## src/hdl/ssfa_pkg.sv

```systemverilog
package ssfa_pkg;

    // Configuration registers as written through the register port.
    typedef struct packed {
        logic [12:0] tex_width;
        logic [11:0] src_x;
        logic [11:0] src_y;
        logic [12:0] src_w;
        logic [12:0] src_h;
        logic [8:0]  frame_count;
        logic [14:0] frame_delay;
    } t_cfg;

    // Register indexes, byte address is four times the index.
    localparam logic [2:0] REG_TEX_WIDTH   = 3'd0;
    localparam logic [2:0] REG_SRC_X       = 3'd1;
    localparam logic [2:0] REG_SRC_Y       = 3'd2;
    localparam logic [2:0] REG_SRC_W       = 3'd3;
    localparam logic [2:0] REG_SRC_H       = 3'd4;
    localparam logic [2:0] REG_FRAME_COUNT = 3'd5;
    localparam logic [2:0] REG_FRAME_DELAY = 3'd6;

    localparam int APB_ADDR_W = 5;
    localparam int APB_DATA_W = 32;

    // Largest values the count and width registers can hold.
    localparam int FRAME_COUNT_LIMIT = 511;
    localparam int TEX_WIDTH_LIMIT   = 8191;

    localparam logic [14:0] TICK_STEP = 15'd16;
    localparam logic [14:0] DELAY_MIN = 15'd16;
    localparam logic [14:0] DELAY_MAX = 15'd32736;

    localparam int V_W = 33;

endpackage

```

## src/hdl/ssfa_fifo.sv

```systemverilog
module ssfa_fifo #(
    parameter int DATA_W = 9
) (
    input  logic              i_clk,
    input  logic              i_rst_n,
    input  logic              i_push,
    input  logic [DATA_W-1:0] i_data,
    input  logic              i_pop,
    output logic [DATA_W-1:0] o_data,
    output logic              o_full,
    output logic              o_empty
);

    // Two-entry queue; the writer never pushes when full, the reader never pops when empty.
    logic [DATA_W-1:0] r_mem [2];
    logic              r_wr_ptr;
    logic              r_rd_ptr;
    logic [1:0]        r_count;

    always_ff @(posedge i_clk) begin
        if (i_push) begin
            r_mem[r_wr_ptr] <= i_data;
        end
    end

    always_ff @(posedge i_clk) begin
        if (!i_rst_n) begin
            r_wr_ptr <= 1'b0;
            r_rd_ptr <= 1'b0;
            r_count  <= 2'd0;
        end else begin
            if (i_push) begin
                r_wr_ptr <= ~r_wr_ptr;
            end
            if (i_pop) begin
                r_rd_ptr <= ~r_rd_ptr;
            end
            unique case ({i_push, i_pop})
                2'b10:   r_count <= r_count + 2'd1;
                2'b01:   r_count <= r_count - 2'd1;
                default: r_count <= r_count;
            endcase
        end
    end

    assign o_data  = r_mem[r_rd_ptr];
    assign o_full  = (r_count == 2'd2);
    assign o_empty = (r_count == 2'd0);

endmodule

```

## src/hdl/ssfa_front.sv

```systemverilog
module ssfa_front
    import ssfa_pkg::*;
#(
    parameter int CNT_MAX = 256,
    parameter int CNT_W   = 9,
    parameter int CUR_W   = 8
) (
    input  logic             i_clk,
    input  logic             i_rst_n,
    input  t_cfg             i_cfg,
    input  logic             i_valid,
    output logic             o_ready,
    input  logic             i_req_type,
    input  logic [7:0]       i_frame_index,
    input  logic             i_q_full,
    output logic             o_q_push,
    output logic             o_q_accepted,
    output logic [CUR_W-1:0] o_q_frame
);

    localparam logic REQ_TICK = 1'b0;
    localparam logic REQ_SET  = 1'b1;

    logic [14:0]      r_accum;
    logic [14:0]      n_accum;
    logic [CUR_W-1:0] r_cur;
    logic [CUR_W-1:0] n_cur;
    logic [CNT_W-1:0] w_count;
    logic [14:0]      w_delay;
    logic [14:0]      w_acc_sum;
    logic [CUR_W:0]   w_next;
    logic [CUR_W:0]   w_wrap;
    logic             w_take;
    logic             w_ok;

    always_comb begin
        priority if (i_cfg.frame_count == 9'd0) begin
            w_count = CNT_W'(1);
        end else if (i_cfg.frame_count > 9'(CNT_MAX)) begin
            w_count = CNT_W'(CNT_MAX);
        end else begin
            w_count = CNT_W'(i_cfg.frame_count);
        end

        priority if (i_cfg.frame_delay < DELAY_MIN) begin
            w_delay = DELAY_MIN;
        end else if (i_cfg.frame_delay > DELAY_MAX) begin
            w_delay = DELAY_MAX;
        end else begin
            w_delay = i_cfg.frame_delay;
        end

        // The accumulator wraps at its 15-bit width.
        w_acc_sum = r_accum + TICK_STEP;
        w_next    = (CUR_W+1)'(r_cur) + (CUR_W+1)'(1);
        if (w_next >= w_count) begin
            w_wrap = w_next - (CUR_W+1)'(w_count);
        end else begin
            w_wrap = w_next;
        end

        n_accum = r_accum;
        n_cur   = r_cur;
        w_ok    = 1'b1;
        unique case (i_req_type)
            REQ_SET: begin
                if (i_frame_index < w_count) begin
                    n_cur = CUR_W'(i_frame_index);
                end else begin
                    w_ok = 1'b0;
                end
            end
            REQ_TICK: begin
                // A single-frame animation leaves even the accumulator alone.
                if (w_count > CNT_W'(1)) begin
                    n_accum = w_acc_sum;
                    if (w_acc_sum >= w_delay) begin
                        n_accum = w_acc_sum - w_delay;
                        n_cur   = CUR_W'(w_wrap);
                    end
                end
            end
            default: begin
                n_cur = r_cur;
            end
        endcase
    end

    assign w_take = i_valid & ~i_q_full;

    always_ff @(posedge i_clk) begin
        if (!i_rst_n) begin
            r_accum <= '0;
            r_cur   <= '0;
        end else if (w_take) begin
            r_accum <= n_accum;
            r_cur   <= n_cur;
        end
    end

    assign o_ready      = ~i_q_full;
    assign o_q_push     = w_take;
    assign o_q_accepted = w_ok;
    assign o_q_frame    = n_cur;

endmodule

```

## src/hdl/ssfa_div.sv

```systemverilog
module ssfa_div #(
    parameter int X_W  = 21,
    parameter int TW_W = 13
) (
    input  logic            i_clk,
    input  logic            i_rst_n,
    input  logic            i_start,
    input  logic [X_W-1:0]  i_dividend,
    input  logic [TW_W-1:0] i_divisor,
    output logic            o_done,
    output logic [X_W-1:0]  o_quotient,
    output logic [TW_W-1:0] o_remainder
);

    // Restoring division, one quotient bit per cycle.
    localparam int CNT_W = $clog2(X_W);

    logic             r_busy;
    logic             r_done;
    logic [CNT_W-1:0] r_cnt;
    logic [X_W-1:0]   r_quo;
    logic [TW_W-1:0]  r_rem;
    logic [TW_W-1:0]  r_dvs;
    logic [TW_W:0]    w_shift;
    logic [TW_W:0]    w_diff;
    logic             w_ge;

    always_comb begin
        w_shift = {r_rem, r_quo[X_W-1]};
        w_ge    = (w_shift >= {1'b0, r_dvs});
        w_diff  = w_shift - {1'b0, r_dvs};
    end

    always_ff @(posedge i_clk) begin
        if (!i_rst_n) begin
            r_busy <= 1'b0;
            r_done <= 1'b0;
            r_cnt  <= '0;
        end else begin
            r_done <= 1'b0;
            if (i_start) begin
                r_busy <= 1'b1;
                r_cnt  <= CNT_W'(X_W - 1);
            end else if (r_busy) begin
                if (r_cnt == '0) begin
                    r_busy <= 1'b0;
                    r_done <= 1'b1;
                end else begin
                    r_cnt <= r_cnt - CNT_W'(1);
                end
            end
        end
    end

    always_ff @(posedge i_clk) begin
        if (i_start) begin
            r_quo <= i_dividend;
            r_rem <= '0;
            r_dvs <= i_divisor;
        end else if (r_busy) begin
            r_quo <= {r_quo[X_W-2:0], w_ge};
            r_rem <= w_ge ? TW_W'(w_diff) : TW_W'(w_shift);
        end
    end

    assign o_done      = r_done;
    assign o_quotient  = r_quo;
    assign o_remainder = r_rem;

endmodule

```

## src/hdl/ssfa_back.sv

```systemverilog
module ssfa_back
    import ssfa_pkg::*;
#(
    parameter int CUR_W  = 8,
    parameter int X_W    = 21,
    parameter int TW_W   = 13,
    parameter int TW_MAX = 4096
) (
    input  logic             i_clk,
    input  logic             i_rst_n,
    input  t_cfg             i_cfg,
    input  logic             i_q_empty,
    output logic             o_q_pop,
    input  logic             i_q_accepted,
    input  logic [CUR_W-1:0] i_q_frame,
    output logic             o_valid,
    input  logic             i_ready,
    output logic             o_accepted,
    output logic [7:0]       o_frame,
    output logic [11:0]      o_u_min,
    output logic [12:0]      o_u_max,
    output logic [V_W-1:0]   o_v_min,
    output logic [V_W-1:0]   o_v_max
);

    localparam int PROD_W = 13 + X_W;

    localparam logic [2:0] ST_IDLE = 3'd0;
    localparam logic [2:0] ST_MUL  = 3'd1;
    localparam logic [2:0] ST_DIV  = 3'd2;
    localparam logic [2:0] ST_MUL2 = 3'd3;
    localparam logic [2:0] ST_ADD  = 3'd4;
    localparam logic [2:0] ST_DONE = 3'd5;

    logic [2:0]        r_state;
    logic [2:0]        n_state;
    logic              r_acc;
    logic [CUR_W-1:0]  r_frame;
    logic [PROD_W-1:0] r_prod;
    logic [V_W-1:0]    r_y;
    logic              r_o_valid;
    logic              r_o_accepted;
    logic [7:0]        r_o_frame;
    logic [11:0]       r_o_u_min;
    logic [12:0]       r_o_u_max;
    logic [V_W-1:0]    r_o_v_min;
    logic [V_W-1:0]    r_o_v_max;

    logic [TW_W-1:0]   w_tw;
    logic [X_W-1:0]    w_x;
    logic              w_out_free;
    logic              w_div_start;
    logic              w_div_done;
    logic [X_W-1:0]    w_quo;
    logic [TW_W-1:0]   w_rem;

    always_comb begin
        priority if (i_cfg.tex_width == 13'd0) begin
            w_tw = TW_W'(1);
        end else if (i_cfg.tex_width > 13'(TW_MAX)) begin
            w_tw = TW_W'(TW_MAX);
        end else begin
            w_tw = TW_W'(i_cfg.tex_width);
        end
        w_x = X_W'(i_cfg.src_x) + X_W'(i_cfg.src_w) * X_W'(r_frame);
    end

    assign w_out_free  = ~r_o_valid | i_ready;
    assign o_q_pop     = (r_state == ST_IDLE) & ~i_q_empty;
    assign w_div_start = (r_state == ST_MUL);

    always_comb begin
        n_state = r_state;
        unique case (r_state)
            ST_IDLE: if (!i_q_empty) n_state = ST_MUL;
            ST_MUL:  n_state = ST_DIV;
            ST_DIV:  if (w_div_done) n_state = ST_MUL2;
            ST_MUL2: n_state = ST_ADD;
            ST_ADD:  n_state = ST_DONE;
            ST_DONE: if (w_out_free) n_state = ST_IDLE;
            default: n_state = ST_IDLE;
        endcase
    end

    ssfa_div #(
        .X_W  (X_W),
        .TW_W (TW_W)
    ) u_div (
        .i_clk       (i_clk),
        .i_rst_n     (i_rst_n),
        .i_start     (w_div_start),
        .i_dividend  (w_x),
        .i_divisor   (w_tw),
        .o_done      (w_div_done),
        .o_quotient  (w_quo),
        .o_remainder (w_rem)
    );

    always_ff @(posedge i_clk) begin
        if (!i_rst_n) begin
            r_state   <= ST_IDLE;
            r_o_valid <= 1'b0;
        end else begin
            r_state <= n_state;
            if ((r_state == ST_DONE) && w_out_free) begin
                r_o_valid <= 1'b1;
            end else if (i_ready) begin
                r_o_valid <= 1'b0;
            end
        end
    end

    always_ff @(posedge i_clk) begin
        if (o_q_pop) begin
            r_acc   <= i_q_accepted;
            r_frame <= i_q_frame;
        end
        if (r_state == ST_MUL2) begin
            r_prod <= PROD_W'(i_cfg.src_h) * PROD_W'(w_quo);
        end
        if (r_state == ST_ADD) begin
            r_y <= V_W'(r_prod) + V_W'(i_cfg.src_y);
        end
        if ((r_state == ST_DONE) && w_out_free) begin
            r_o_accepted <= r_acc;
            r_o_frame    <= 8'(r_frame);
            r_o_u_min    <= 12'(w_rem);
            r_o_u_max    <= 13'(14'(w_rem) + 14'(i_cfg.src_w));
            r_o_v_min    <= r_y;
            r_o_v_max    <= V_W'(r_y + V_W'(i_cfg.src_h));
        end
    end

    assign o_valid    = r_o_valid;
    assign o_accepted = r_o_accepted;
    assign o_frame    = r_o_frame;
    assign o_u_min    = r_o_u_min;
    assign o_u_max    = r_o_u_max;
    assign o_v_min    = r_o_v_min;
    assign o_v_max    = r_o_v_max;

endmodule

```

## src/hdl/sprite_sheet_frame_animator_unit.sv

```systemverilog
// Sprite sheet frame animator. Each input transaction is either a display tick or a set-frame
// request; each one yields exactly one output transaction with the current frame index, a flag
// that is low only for an out-of-range set-frame, and the frame's texel rectangle in the sheet.
// Both channels use valid/ready. The front end updates the tick accumulator and frame index in
// the cycle a transaction is accepted and hands the frame to a two-entry queue; the back end
// turns it into a rectangle with a multiply, an iterative divide by the sheet width, a second
// multiply for the row offset and two adds.
// The divider resolves one quotient bit per cycle, which sets the pace: it works through
// X_W quotient bits per item, where X_W is the width of the horizontal offset (21 bits
// with the default parameters). The front end keeps accepting while the queue has room,
// so up to two items can wait behind the one being computed.
// When the receiver stalls, the finished result sits in the output register and the back end
// holds its next result until that register frees up; the queue then fills and input ready
// drops. Reset (synchronous, active low) clears the accumulator and frame index, empties the
// queue and the output, and loads the register defaults. Registers are written over the APB
// port at byte address 4 * index and should only change while the block is idle.
module sprite_sheet_frame_animator_unit
    import ssfa_pkg::*;
#(
    parameter int MAX_FRAMES = 256,
    parameter int TEX_SIZE   = 4096
) (
    input  logic                  i_clk,
    input  logic                  i_rst_n,
    // Item input channel.
    input  logic                  i_valid,
    output logic                  o_ready,
    input  logic                  i_req_type,
    input  logic [7:0]            i_frame_index,
    // Result output channel.
    output logic                  o_valid,
    input  logic                  i_ready,
    output logic                  o_accepted,
    output logic [7:0]            o_frame,
    output logic [11:0]           o_u_min,
    output logic [12:0]           o_u_max,
    output logic [V_W-1:0]        o_v_min,
    output logic [V_W-1:0]        o_v_max,
    // Register port.
    input  logic                  psel,
    input  logic                  penable,
    input  logic                  pwrite,
    input  logic [APB_ADDR_W-1:0] paddr,
    input  logic [APB_DATA_W-1:0] pwdata,
    output logic [APB_DATA_W-1:0] prdata,
    output logic                  pready
);

    // The effective frame count is clamped by the parameter and by the register width.
    localparam int CNT_MAX = (MAX_FRAMES < FRAME_COUNT_LIMIT) ? MAX_FRAMES : FRAME_COUNT_LIMIT;
    localparam int CNT_W   = $clog2(CNT_MAX + 1);
    localparam int CUR_W   = $clog2(CNT_MAX);
    // Largest horizontal offset before wrapping: src_x + src_w * frame.
    localparam int X_MAX   = 4095 + TEX_WIDTH_LIMIT * (CNT_MAX - 1);
    localparam int X_W     = $clog2(X_MAX + 1);
    localparam int TW_MAX  = (TEX_SIZE < TEX_WIDTH_LIMIT) ? TEX_SIZE : TEX_WIDTH_LIMIT;
    localparam int TW_W    = $clog2(TW_MAX + 1);

    t_cfg             r_cfg;
    logic [2:0]       w_reg_idx;
    logic             w_cfg_wr;

    logic             w_q_push;
    logic             w_q_pop;
    logic             w_q_full;
    logic             w_q_empty;
    logic             w_push_acc;
    logic [CUR_W-1:0] w_push_frame;
    logic [CUR_W:0]   w_q_out;

    // Register file. A write lands on the access cycle; addresses past the list are ignored.
    assign w_reg_idx = paddr[APB_ADDR_W-1:2];
    assign w_cfg_wr  = psel & penable & pwrite & pready;
    assign pready    = 1'b1;

    always_ff @(posedge i_clk) begin
        if (!i_rst_n) begin
            r_cfg.tex_width   <= 13'd256;
            r_cfg.src_x       <= 12'd0;
            r_cfg.src_y       <= 12'd0;
            r_cfg.src_w       <= 13'd16;
            r_cfg.src_h       <= 13'd16;
            r_cfg.frame_count <= 9'd1;
            r_cfg.frame_delay <= 15'd16;
        end else if (w_cfg_wr) begin
            unique case (w_reg_idx)
                REG_TEX_WIDTH:   r_cfg.tex_width   <= pwdata[12:0];
                REG_SRC_X:       r_cfg.src_x       <= pwdata[11:0];
                REG_SRC_Y:       r_cfg.src_y       <= pwdata[11:0];
                REG_SRC_W:       r_cfg.src_w       <= pwdata[12:0];
                REG_SRC_H:       r_cfg.src_h       <= pwdata[12:0];
                REG_FRAME_COUNT: r_cfg.frame_count <= pwdata[8:0];
                REG_FRAME_DELAY: r_cfg.frame_delay <= pwdata[14:0];
                default:         r_cfg             <= r_cfg;
            endcase
        end
    end

    always_comb begin
        unique case (w_reg_idx)
            REG_TEX_WIDTH:   prdata = APB_DATA_W'(r_cfg.tex_width);
            REG_SRC_X:       prdata = APB_DATA_W'(r_cfg.src_x);
            REG_SRC_Y:       prdata = APB_DATA_W'(r_cfg.src_y);
            REG_SRC_W:       prdata = APB_DATA_W'(r_cfg.src_w);
            REG_SRC_H:       prdata = APB_DATA_W'(r_cfg.src_h);
            REG_FRAME_COUNT: prdata = APB_DATA_W'(r_cfg.frame_count);
            REG_FRAME_DELAY: prdata = APB_DATA_W'(r_cfg.frame_delay);
            default:         prdata = '0;
        endcase
    end

    // Front end: animation state and request classification.
    ssfa_front #(
        .CNT_MAX (CNT_MAX),
        .CNT_W   (CNT_W),
        .CUR_W   (CUR_W)
    ) u_front (
        .i_clk         (i_clk),
        .i_rst_n       (i_rst_n),
        .i_cfg         (r_cfg),
        .i_valid       (i_valid),
        .o_ready       (o_ready),
        .i_req_type    (i_req_type),
        .i_frame_index (i_frame_index),
        .i_q_full      (w_q_full),
        .o_q_push      (w_q_push),
        .o_q_accepted  (w_push_acc),
        .o_q_frame     (w_push_frame)
    );

    // Queue between the two halves carries the accept flag and the resulting frame.
    ssfa_fifo #(
        .DATA_W (CUR_W + 1)
    ) u_fifo (
        .i_clk   (i_clk),
        .i_rst_n (i_rst_n),
        .i_push  (w_q_push),
        .i_data  ({w_push_acc, w_push_frame}),
        .i_pop   (w_q_pop),
        .o_data  (w_q_out),
        .o_full  (w_q_full),
        .o_empty (w_q_empty)
    );

    // Back end: rectangle computation and the output register.
    ssfa_back #(
        .CUR_W  (CUR_W),
        .X_W    (X_W),
        .TW_W   (TW_W),
        .TW_MAX (TW_MAX)
    ) u_back (
        .i_clk        (i_clk),
        .i_rst_n      (i_rst_n),
        .i_cfg        (r_cfg),
        .i_q_empty    (w_q_empty),
        .o_q_pop      (w_q_pop),
        .i_q_accepted (w_q_out[CUR_W]),
        .i_q_frame    (w_q_out[CUR_W-1:0]),
        .o_valid      (o_valid),
        .i_ready      (i_ready),
        .o_accepted   (o_accepted),
        .o_frame      (o_frame),
        .o_u_min      (o_u_min),
        .o_u_max      (o_u_max),
        .o_v_min      (o_v_min),
        .o_v_max      (o_v_max)
    );

endmodule

```

## config.mk

```make
export PLATFORM = sky130hd
export DESIGN_NAME = sprite_sheet_frame_animator_unit
export DESIGN_NICKNAME = d
export VERILOG_FILES = /design/src/hdl/ssfa_pkg.sv /design/src/hdl/ssfa_fifo.sv /design/src/hdl/ssfa_front.sv /design/src/hdl/ssfa_div.sv /design/src/hdl/ssfa_back.sv /design/src/hdl/sprite_sheet_frame_animator_unit.sv
export SDC_FILE = /design/constraint.sdc
export NUM_CORES = 2
export LEC_CHECK = 0
export BUFFER_PORTS_ARGS = -buffer_cell sky130_fd_sc_hd__buf_2
export CAP_MARGIN = 20
export CORE_MARGIN = 3
export CORE_UTILIZATION = 35
export CTS_CLUSTER_DIAMETER = 30
export DETAILED_ROUTE_END_ITERATION = 8
export HOLD_SLACK_MARGIN = 0.1
export PLACE_DENSITY = 0.49
export SLEW_MARGIN = 20
export SYNTH_ARGS = -nofsm -noshare
export SYNTH_HDL_FRONTEND = slang
export SYNTH_HIERARCHICAL = 1
export SYNTH_SLANG_ARGS = --single-unit
```

## constraint.sdc

```tcl
create_clock -name i_clk -period 11.6 [get_ports i_clk]
set_clock_uncertainty 0.1 [all_clocks]
set_input_delay 1.74 -clock i_clk [delete_from_list [all_inputs] [get_ports i_clk]]
set_output_delay 1.74 -clock i_clk [all_outputs]
set_load 0.005 [all_outputs]
```

-- Word-level counts from Yosys, hierarchy flattened
Memories as Yosys holds them, arrays and structs flattened. A register that Yosys moved wholly into a read port is not among the register bits.
Cells that the tools add are included.
- flip-flop bits (word level): 338
- memory bits (writable): 18
- logic and storage cells: 143
- memories kept: 1
- memory list (memory ; depth ; width ; read ports ; clocked after Yosys merged registers in ; write ports ; line ; RTL):
    u_fifo.r_mem ; 2 ; 9 ; 1 ; 1 ; 1 ; ssfa_fifo.sv:15 ; logic [DATA_W-1:0] r_mem [2];
- eq/ne operators: 18
- reduce and logical (&&, ||, !) cells: 24
- bitwise logic cells: 14
- $add $sub $neg: 12
- multiply operators: 2
- mux-type cells: 33
- $lt $le $gt $ge: 9
- operators by type and width (kind ; count):
    15-bit case mux with 7 select lines ; 1
    15-bit 2-to-1 mux ; 3
    21-bit 2-to-1 mux ; 2
    33-bit by 12-bit adder with 33-bit output ; 1
    33-bit by 13-bit adder with 33-bit output ; 1
    13-bit by 21-bit multiplier with 33-bit output ; 1
    8-bit 2-to-1 mux ; 4
    13-bit 2-to-1 mux ; 2
    12-bit by 21-bit adder with 21-bit output ; 1
    13-bit by 8-bit multiplier with 21-bit output ; 1
    9-bit 2-to-1 mux ; 2
    3-bit case mux with 6 select lines ; 1
    2-bit AND reduction ; 9
    8-bit case mux with 2 select lines ; 1
    15-bit by 5-bit adder with 15-bit output, second input constant ; 1
    3-bit equality test, second input constant ; 5
    15-bit >= comparator ; 1
    15-bit greater-than comparator, second input constant ; 1
    15-bit by 5-bit < comparator with 1-bit output, second input constant ; 1
    5-bit 2-to-1 mux ; 3
    15-bit subtractor ; 1
    14-bit by 13-bit >= comparator with 1-bit output ; 1
    13-bit adder ; 1
    13-bit greater-than comparator, second input constant ; 1
    other kinds (32) ; 66

-- Depth between registers and ports, before layout
- word-level depth: 8
- gate-level depth with buffers: 21
- gate-level depth less buffers: 20

-- Hierarchy
The synthesis kept the hierarchy.
- by module, submodules not included (module ; area each (sq um) ; sequential area each (sq um) ; cells an instance ; times used):
    ssfa_back ; 20039.2 ; 5335.1 ; 1993 ; 1
    sprite_sheet_frame_animator_unit ; 4096.4 ; 1741.7 ; 421 ; 1
    ssfa_front ; 3169.3 ; 460.4 ; 421 ; 1
    ssfa_div ; 2867.8 ; 1421.4 ; 259 ; 1
    ssfa_fifo ; 863.3 ; 640.6 ; 50 ; 1

-- Worst setup path before layout
Ideal clock, no wire load.
- kind: input to register
- start: input i_ready
- end: register u_back.r_o_accepted, in the netlist u_back/o_accepted, enable pin
- arrival time: 6.101 ns
- setup slack: 4.839 ns
- buffers on the path: 0
- stages on the path: 3
- setup time: 0.559 ns
- cell sequence: nand2b_1 -> nand2_1 -> nor2_1
- longest elaborated chain between the ends: 2
- RTL lines (item ; line ; RTL):
    from (decl) ; sprite_sheet_frame_animator_unit.sv:32 ; input logic i_ready,
    1-bit bitwise OR ; ssfa_back.sv:68 ; assign w_out_free = ~r_o_valid | i_ready;
    1-bit logical AND ; ssfa_back.sv:124 ; if ((r_state == ST_DONE) && w_out_free) begin
    to (signal assigned) ; ssfa_back.sv:125 ; r_o_accepted <= r_acc;
    to (decl) ; ssfa_back.sv:42 ; logic r_o_accepted;
No other way between the ends.
A chain may end at the register's enable or synchronous reset.

-- Final worst setup path
- start: register r_cfg[31] (netlist name)
- end: register u_back.r_prod[30] (data pin)
- longest elaborated chain between the ends: 1
- RTL lines (item ; line ; RTL):
    from (decl) ; sprite_sheet_frame_animator_unit.sv:59 ; t_cfg r_cfg;
    from (signal assigned) ; sprite_sheet_frame_animator_unit.sv:94 ; default: r_cfg <= r_cfg;
    13-bit by 21-bit multiplier with 33-bit output ; ssfa_back.sv:119 ; r_prod <= PROD_W'(i_cfg.src_h) * PROD_W'(w_quo);
    to (signal assigned) ; ssfa_back.sv:119 ;
    to (decl) ; ssfa_back.sv:39 ; logic [PROD_W-1:0] r_prod;
No other way between the ends.

==> flow_summary.toml <==
[yosys]
ys_ff_latch = 366
yosysTopAreaCell = "edfxtp_1"
ys_top_cells_by_area = "edfxtp_1 (22%), fa_1 (19%), dfxtp_1 (9.0%)"
synth_warnings = 6
seq_area_frac_synth_pct = 30.9
synth-edff-count = 227
synth_top_area_share_pct = 22.0
synthCells = 3144
post-synth-top-count-cell = "inv_1"
ys.flop_type = "edfxtp_1"
synth_common_cells = "inv_1 (439), nand2_1 (425), fa_1 (292)"
netlist-cell-type-count = 103
asyncSetResetFlopFracSynth_pct = 0
syn_avg_cell_area_um2 = 9.87
syn_area_um2 = 31000

[critical_path]
reg2reg_slack_ps = 5180
r2r-end = "u_back/r_prod[30]"
worstReg2RegStart = "r_cfg[31]"
start_kind = "register"
path_cells = "buf_4 -> nand2_1 -> fa_1 -> inv_1 -> fa_1 -> fa_1 -> fa_1 -> inv_1 -> fa_1 -> inv_1 -> ha_1 -> and4_1 -> and4_1 -> o2111ai_1 -> nand2_1 -> o2111ai_1 -> a21boi_0 -> mux2i_1 -> nand2_1"
critPathKind = "reg2reg"
reg2reg_depth = 19
arrival_ps = 6710
crit_top_cell = "fa_1"
crit_path_max_incr_delay_ps = 800
crit_required_ps = 11880
critPathMaxFanout = 16
critPathCaptureType = "register"
slowest_stage = "dfxtp_1"

[floorplanning]
die_y_um = 304
io_pins = 188
start_util_pct = 35.6
dieArea_um2 = 92300
die_w_um = 304
std_cell_rows = 108
coreArea_um2 = 87300

[placement]
globalplace.congestion = 0.808
hpwl_um = 62200
numPortBuffers = 150
place_area_um2 = 32900
place_inst = 4356

[timing]
setup_viol_count_final = 0
max_clock_freq_mhz = 156
rsz0062_at_grt = "no"
hold_slack_ps = 319
max_slew_margin_pct = 28.8
tns_ps = 0
period_share_pct = 55.3
slew_viol_final = 0
fin_crit_ps = 6420
hold_viol = 0
worst_pin_slew_ps = 1070

[global_route]
overflow = 0
grt_pass1_wl_um = 134000
antenna_found_initial = 2
grt_pass1_vias = 23428
grt_use_total_pct = 18.2
grt_max_degree = 65

[drt]
wirelength_um = 83100
drcViolationCount = 0
drt-wirelength-per-cell_um = 18.3
final_antenna_net_count = 0
via_per_inst = 4.98
dr.pass1.iters = 5
vias = 22565
drt_iter0_markers = 1163

[hold_path]
worstHoldPathCells = 0
holdCritPathClass = "reg2reg"
holdPathEnd = "u_back/o_accepted"
worstHoldStart = "u_back/r_acc"

[finish]
fin_area_um2 = 36200
final_cell_count_no_fill = 4532
synthToLayoutAreaGrowth_pct = 16.5
drive_gt1_share_pct = 13.1
nNetsFinal = 3845
diodes = 0

[clock_tree]
numCtsBuffers = 94
cts_tree = "yes"
cts_buffer_depth = 3
cts_max_level = 3
hold_buffers = 0
clock_sinks = 366
path_clk_slew_ps = 50
cts_resized = 0
cts_setup_buffers = 0
cts-root-buf = "clkbuf_16"
insertion_delay_ps = 670

[pwr]
power-per-cell-area_nw_per_um2 = 164
vdd_drop_max_v = 0.000112
leakage_nw = 15.9
p_sw_mw = 1.99
intPower_mw = 3.96
sw_frac_of_total_pct = 33.4
power.share.clock_pct = 45.0
p_seq_share_pct = 32.3
power.share.combinational_pct = 22.7

[job]
drv_cap = 0

[run_status]
status = "finished clean"
## cells by family after synthesis
logic type / count (synthesis) / share of synthesized area (%)
other: 2 / 0.0242
muxes: 161 / 5.41
DFF: 366 / 30.9
adders and majority gates: 495 / 27.0
AOI/OAI and AO/OA: 427 / 9.82
xor gates and xnor gates: 150 / 4.23
buffers and inverters: 577 / 7.51
and+or+nand+nor: 966 / 15.1
## through the flow
step,worst slack (ps),power [mW],utilization [%]
after CTS,5130,6.02,41.4
after detailed placement,5120,3.30,37.6
after global placement,5050,3.30,37.6
after floorplan,4840,2.84,-
after global routing,4710,6.30,41.4
final,5180,5.94,41.4
## flip-flops by register name, indices dropped and copies added, names as in the netlist, 15 cells and up, named ones only
name,count
r_cfg,87
u_front/r_accum,15
u_back/r_y,33
u_back/o_v_min,33
u_back/o_v_max,33
u_fifo/r_mem,18
u_back/u_div/o_quotient,21
u_back/r_prod,33
## power groups by stage
stage | Combinational, mW | Sequential (mW) | Clock, mW
finish | 1.35 | 1.92 | 2.68
global route | 1.55 | 1.95 | 2.81
global placement | 1.35 | 1.94 | 0
CTS | 1.37 | 1.92 | 2.73
detailed placement | 1.36 | 1.94 | 0
floorplan | 1.16 | 1.68 | 0
## routing by layer
metal	share of wire, %	GRT usage (%)
met1	47	25.0
met2	47	30.2
met3	3.8	2.80
met4	1.9	4.71
met5	0.016	0
## critical path, delay by kind of cell (launching register included)
kind	cells	cell delay [ps]
and+or+nand+nor	5	900
buffers and inverters	4	480
muxes	1	220
AOI/OAI and AO/OA	3	720
adders and majority gates	6	2970
DFF	1	800
## placed cells by master (no fill, tap or decap), types with 94 or more instances in the layout
cell,synthesis,layout
clkbuf_16,0,94
and2_1,170,170
nand2_1,425,425
xnor2_1,96,96
dfxtp_1,139,139
mux2i_1,117,117
edfxtp_1,227,227
ha_1,203,203
buf_2,11,149
inv_1,439,439
fa_1,292,292
nor2_1,119,117
## worst max-delay path by stage
stage / from / to / slack, ps
final: r_cfg[31] / u_back/r_prod[30] / 5180
after global routing: r_cfg[31] / u_back/r_prod[30] / 4710
after CTS: r_cfg[31] / u_back/r_prod[30] / 5130
after global placement: r_cfg[31] / u_back/r_prod[30] / 5050
after detailed placement: r_cfg[31] / u_back/r_prod[30] / 5120
after floorplan: i_ready / u_back/o_accepted / 4840
## layout make-up
type                            instances  area, um^2
Fill cell                            8631       51100
Timing Repair Buffer                  178         963
Inverter                              440        1650
Sequential cell                       366        9600
Multi-Input combinational cell       2217       19200
Tap cell                             1155        1450
Clock inverter                         74         923
Clock buffer                          102        2380
(Power assumes the default switching activity.)
